[src/rtl/hvn_pkg.sv]
// ----------------------------------------------------------------------------
// hvn_pkg
// Types, hash constants and the Q0.16 lerp shared by the value noise unit.
// ----------------------------------------------------------------------------
package hvn_pkg;

    typedef logic [15:0] q16_t;
    typedef logic [31:0] word_t;

    localparam word_t HASH_MUL_X    = 32'd374761393;
    localparam word_t HASH_MUL_Y    = 32'd668265263;
    localparam word_t HASH_MUL_SEED = 32'd1442695041;
    localparam word_t HASH_MUL_MIX  = 32'd1274126177;
    localparam int unsigned HASH_SHIFT_A = 13;
    localparam int unsigned HASH_SHIFT_B = 16;

    localparam logic [17:0] SMOOTH_K0 = 18'd196608;

    function automatic q16_t lerp_q16(input q16_t a, input q16_t b, input q16_t t);
        logic signed [16:0] diff;
        logic signed [33:0] prod;
        begin
            diff = $signed({1'b0, b}) - $signed({1'b0, a});
            prod = diff * $signed({1'b0, t});
            return q16_t'(a + prod[31:16]);
        end
    endfunction

endpackage

[src/rtl/hvn_smoothstep.sv]
// ----------------------------------------------------------------------------
// hvn_smoothstep
// Three-stage pipelined smoothstep t*t*(3-2t) on a Q0.16 fraction.
// ----------------------------------------------------------------------------
module hvn_smoothstep (
    input  logic          aclk,
    input  logic          adv,
    input  hvn_pkg::q16_t t_in,
    output hvn_pkg::q16_t s_out
);

    logic [31:0]   sq_reg;
    logic [17:0]   k_reg;
    logic [49:0]   prod;
    hvn_pkg::q16_t s_next;
    hvn_pkg::q16_t s_reg;
    hvn_pkg::q16_t s_out_reg;

    always_comb begin
        prod   = sq_reg * k_reg;
        s_next = (|prod[49:48]) ? 16'hFFFF : prod[47:32];
    end

    always_ff @(posedge aclk) begin
        if (adv) begin
            sq_reg    <= t_in * t_in;
            k_reg     <= hvn_pkg::SMOOTH_K0 - {1'b0, t_in, 1'b0};
            s_reg     <= s_next;
            s_out_reg <= s_reg;
        end
    end

    assign s_out = s_out_reg;

endmodule
[config.mk]
export PLATFORM = sky130hd
export DESIGN_NAME = hvn_smoothstep
export DESIGN_NICKNAME = d
export VERILOG_FILES = /design/src/rtl/hvn_pkg.sv /design/src/rtl/hvn_smoothstep.sv
export SDC_FILE = /design/constraint.sdc
export NUM_CORES = 2
export LEC_CHECK = 0
export BUFFER_PORTS_ARGS = -buffer_cell sky130_fd_sc_hd__buf_2
export CORE_MARGIN = 8
export CORE_UTILIZATION = 40
export CTS_BUF_LIST = sky130_fd_sc_hd__clkbuf_4 sky130_fd_sc_hd__clkbuf_8 sky130_fd_sc_hd__clkbuf_16
export DETAILED_ROUTE_END_ITERATION = 12
export GPL_ROUTABILITY_DRIVEN = 0
export GPL_TIMING_DRIVEN = 0
export HOLD_SLACK_MARGIN = 0.1
export PLACE_DENSITY = 0.59
export SLEW_MARGIN = 5
export SYNTH_ARGS = -nofsm -noshare
export SYNTH_HDL_FRONTEND = slang
export SYNTH_SLANG_ARGS = --single-unit
[constraint.sdc]
create_clock -name aclk -period 11.05 [get_ports aclk]
set_clock_uncertainty 0.05 [all_clocks]
set_input_delay 0.5525 -clock aclk [delete_from_list [all_inputs] [get_ports aclk]]
set_output_delay 0.5525 -clock aclk [all_outputs]
set_load 0.02 [all_outputs]
# Word level (Yosys, flattened, before mapping)
# Cells that the tools add are included.
# word_totals
mem_count,0
ramBits,0
latch_bits,0
input_bits,18
word_cells,8
mem_bits_ro,0
register_bits,82
output_inout_bits,16
# classes
addsub,1
n_mul,2
n_reduce_logical,1
eq_ne,0
div_mod_pow,0
shifts,0
n_lt_le_gt_ge,0
mux,0
n_bitwise,0
# op_table
cell,count
$mul A32 B18 Y50,1
$mul A16 B16 Y32,1
$sub A18 B17 Y18 const A,1
$reduce_or A2 Y1,1

# Longest topological paths before layout
# logic_depth
word_depth,2
mapped_depth,27
mapped_depth_nobuf,25

# Worst setup path after synthesis
# Ideal clock, no wire load.
# synth_path
kind,input to register
startpoint,input t_in[13]
endpoint,register sq_reg[28] (data pin)
stages,23
t_arrival_ns,6.226
path_slack_ns,4.516
setup_ns,0.258
t_required_ns,10.742
n_path_buf,2
path_cell_list,clkbuf_1 -> clkbuf_1 -> nand2_1 -> fa_1 -> inv_1 -> fa_1 -> inv_1 -> fa_1 -> fa_1 -> fa_1 -> fa_1 -> inv_1 -> ha_1 -> a21o_1 -> a211oi_1 -> o21bai_1 -> a21oi_1 -> a21oi_1 -> o31ai_1 -> a21oi_1 -> a21o_1 -> a21oi_1 -> xnor2_1
# synth_via
elab_chain_cells,1
# synth_rtl
element,line,text
start: declaration,hvn_smoothstep.sv:8,"input hvn_pkg::q16_t t_in,"
$mul A16 B16 Y32,hvn_smoothstep.sv:26,sq_reg <= t_in * t_in;
end signal: assignment,hvn_smoothstep.sv:26,
end: declaration,hvn_smoothstep.sv:12,logic [31:0] sq_reg;
# No other way between the ends.
# A chain may end at the register's enable or synchronous reset.

# Worst setup path after layout
# layout_path
startpoint,register sq_reg[29]
endpoint,register s_reg[8] (data pin)
# layout_via
elab_chain_cells,2
# layout_rtl
element,line,text
$mul A32 B18 Y50 (*),hvn_smoothstep.sv:20,prod = sq_reg * k_reg;
$reduce_or A2 Y1,hvn_smoothstep.sv:21,s_next = (|prod[49:48]) ? 16'hFFFF : prod[47:32];
end signal: assignment,hvn_smoothstep.sv:28,s_reg <= s_next;
end: declaration,hvn_smoothstep.sv:16,hvn_pkg::q16_t s_reg;
# Every way passes the cells marked *; elsewhere a longest branch is shown, timed or not.

==> reports/metrics.csv <==
metric;value;unit
die_w;273;µm
ys_ff_latch;79;
reg2regPathDepth;23;
rows;94;
min_path_type;reg2reg;
grt_usage;18.9;%
cts_setup_buffers;0;
setup_tns;0;ns
status;finished clean;
hold_depth;0;
ys_warn_count;0;
yosys_most_used_dff;edfxtp_1;
drt_first_pass_iters;5;
avgRoutedWirePerCell;18.1;µm
grt_pass1_wl;110;mm
cts-buffers-inserted;9;
grt_pass1_vias;19971;
max_cap_viol_count;0;
netlist_area;26300;µm²
hold_viol_final;0;
io_buffers;30;
die_area;74300;µm²
grt_max_degree;68;
crit_type;reg2reg;
drive_gt1_share;2.17;%
cts_tree;built;
grt_antenna_before_repair;1;
setup_violations;0;
tightestPinTransition;1.30;ns
dp_slack;3.09;ns
critical_path_arrival;8.08;ns
synth.most_common_cell;inv_1;
post_dp_cell_area;27600;µm²
cts_resized;0;
worst_slack;3.15;ns
die_h;273;µm
ios;34;
ys_seq_area_share;9.01;%
cp-start-kind;flip-flop;
min_from;s_reg[2]$_SDFFCE_PP1P_;
vias_per_cell;4.90;
utilization;42.6;%
rsz0062_at_grt;false;
ant_nets;0;
start_util;40.2;%
cts_root_buffer;clkbuf_16;
required;11.23;ns
vias;18207;
synth_edf_count;79;
report.final.slew_viol_count;0;
crit_fanout;10;
largest_register_ffs;31;
ys_types;56;
r2r_slack;3.15;ns
syn_inst;2802;
max_freq;127;MHz
synth.largest_area_cell;fa_1;
first_iter_violations;1097;
drt_drc_violations_left;0;
fill_cells;6499;
dp_hpwl;57.0;mm
routed_wl;67.2;mm
worstReg2RegStart;sq_reg[29]$_DFFE_PP_;
post-route-period-util;71.5;%
syn_avg_cell_area;9.40;µm²
htree_levels;3;
period_needed;7.90;ns
areaGrowthSynthToFinish;5.96;%
clkTransAtPathRegs;0.06;ns
synthTopCellsByArea;fa_1 46%, ha_1 12%, inv_1 10%;
cts-hold-fix-buffers;0;
final_cell_area;27900;µm²
cts_sinks;79;
ys_top_cells_by_count;728 x inv_1, 603 x fa_1, 374 x nand2_1, 291 x and2_1, 256 x ha_1;
core_area;65500;µm²
async_reset_ff_share;0;%
cp-end-kind;flip-flop;
fin_nets;3727;
clock_latency;0.36;ns
r2r-end;s_reg[8]$_SDFFCE_PP1P_;
synth_top_area_share;45.8;%
grt-ovfl-total;0;
slew_headroom;12.3;%
cts_max_path_buffers;2;
min_to;s_out[2]$_DFFE_PP_;
## layout make-up
type / count / area, µm² / share of cell area (%)
diodes: 1 / 2.50 / 0.00897
plain buffers: 108 / 414 / 1.48
clock buffers: 10 / 233 / 0.834
clock inverters: 5 / 50.0 / 0.179
inverters: 731 / 2740 / 9.83
multi-input cells: 1890 / 20800 / 74.6
flip-flops and latches: 79 / 2370 / 8.50
well taps: 864 / 1080 / 3.87
repair buffers: 31 / 180 / 0.646
## metrics by stage
| stage | std cells | hold WS (ns) |
|---|---|---|
| after detailed placement | 3703 | 0.355 |
| final | 3719 | 0.364 |
| after global placement | 3702 | 0.352 |
| after global routing | 3718 | 0.374 |
| after CTS | 3718 | 0.367 |
| after floorplan | 2808 | 0.350 |
## metal layers
layer | track usage, % | routed length, µm
met4 | 5.65 | 2070
met1 | 25.2 | 29400
met2 | 32.1 | 31900
met5 | 0 | 0
met3 | 2.32 | 3810
## how the worst max path moves through the flow
stage,start,end,slack [ns],depth (start not counted)
after floorplan,t_in[13],sq_reg[28]$_DFFE_PP_,4.52,23
after global placement,sq_reg[17]$_DFFE_PP_,s_reg[5]$_SDFFCE_PP1P_,3.12,22
after detailed placement,sq_reg[17]$_DFFE_PP_,s_reg[5]$_SDFFCE_PP1P_,3.09,22
after CTS,sq_reg[17]$_DFFE_PP_,s_reg[5]$_SDFFCE_PP1P_,3.10,22
after global routing,sq_reg[29]$_DFFE_PP_,s_reg[8]$_SDFFCE_PP1P_,2.76,23
final,sq_reg[29]$_DFFE_PP_,s_reg[8]$_SDFFCE_PP1P_,3.15,23
## cells in the final DEF, fill, tap and decap left out, types with 3 or more instances in the layout
| cell | instances |
|---|---|
| buf_2 | 30 |
| or3_1 | 3 |
| and4_1 | 3 |
| xor2_1 | 22 |
| o211ai_1 | 3 |
| a21boi_0 | 3 |
| ha_1 | 256 |
| nand4_1 | 6 |
| or2_2 | 6 |
| nor3_1 | 20 |
| nand2_1 | 374 |
| edfxtp_1 | 79 |
| o21bai_1 | 4 |
| clkbuf_1 | 106 |
| clkinv_1 | 5 |
| nand2b_1 | 3 |
| a21o_1 | 33 |
| xnor2_1 | 43 |
| nor2b_1 | 6 |
| o31ai_1 | 3 |
| and3_1 | 11 |
| a21oi_1 | 52 |
| clkbuf_16 | 9 |
| conb_1 | 8 |
| fa_1 | 603 |
| and2_1 | 291 |
| o21a_1 | 5 |
| nand3_1 | 20 |
| nor2_1 | 56 |
| inv_1 | 728 |
| nor4_1 | 3 |
| o21ai_0 | 23 |
## worst max-delay path: stages, from the launching register on
cell	delay, ns
edfxtp_1	0.32
clkbuf_1	0.38
clkbuf_1	0.50
nand2_1	0.18
fa_1	0.58
inv_1	0.06
fa_1	0.53
inv_1	0.05
fa_1	0.49
inv_1	0.05
fa_1	0.59
fa_1	0.44
fa_1	0.44
ha_1	0.36
nand2_1	0.15
nor2_1	0.20
nand2_1	0.21
o41ai_4	0.86
a41oi_4	0.25
o211a_1	0.26
or4_1	0.38
buf_2	0.20
buf_6	0.16
nand2_1	0.06
## cells by family after synthesis
family                   Yosys count  synth area share, %
multiplexers                       2               0.0808
AND/OR/NAND/NOR                  809                 15.0
AO/OA/AOI/OAI                    147                 3.74
adder cells (fa/ha/maj)          859                 58.0
buffers and inverters            839                 12.0
XOR/XNOR                          65                 2.16
flip-flops                        79                 9.01
other                              2               0.0285
Power is left out: the tool's default activity adds up to more than one toggle a clock period on the data nets, which glitch-free logic cannot reach.
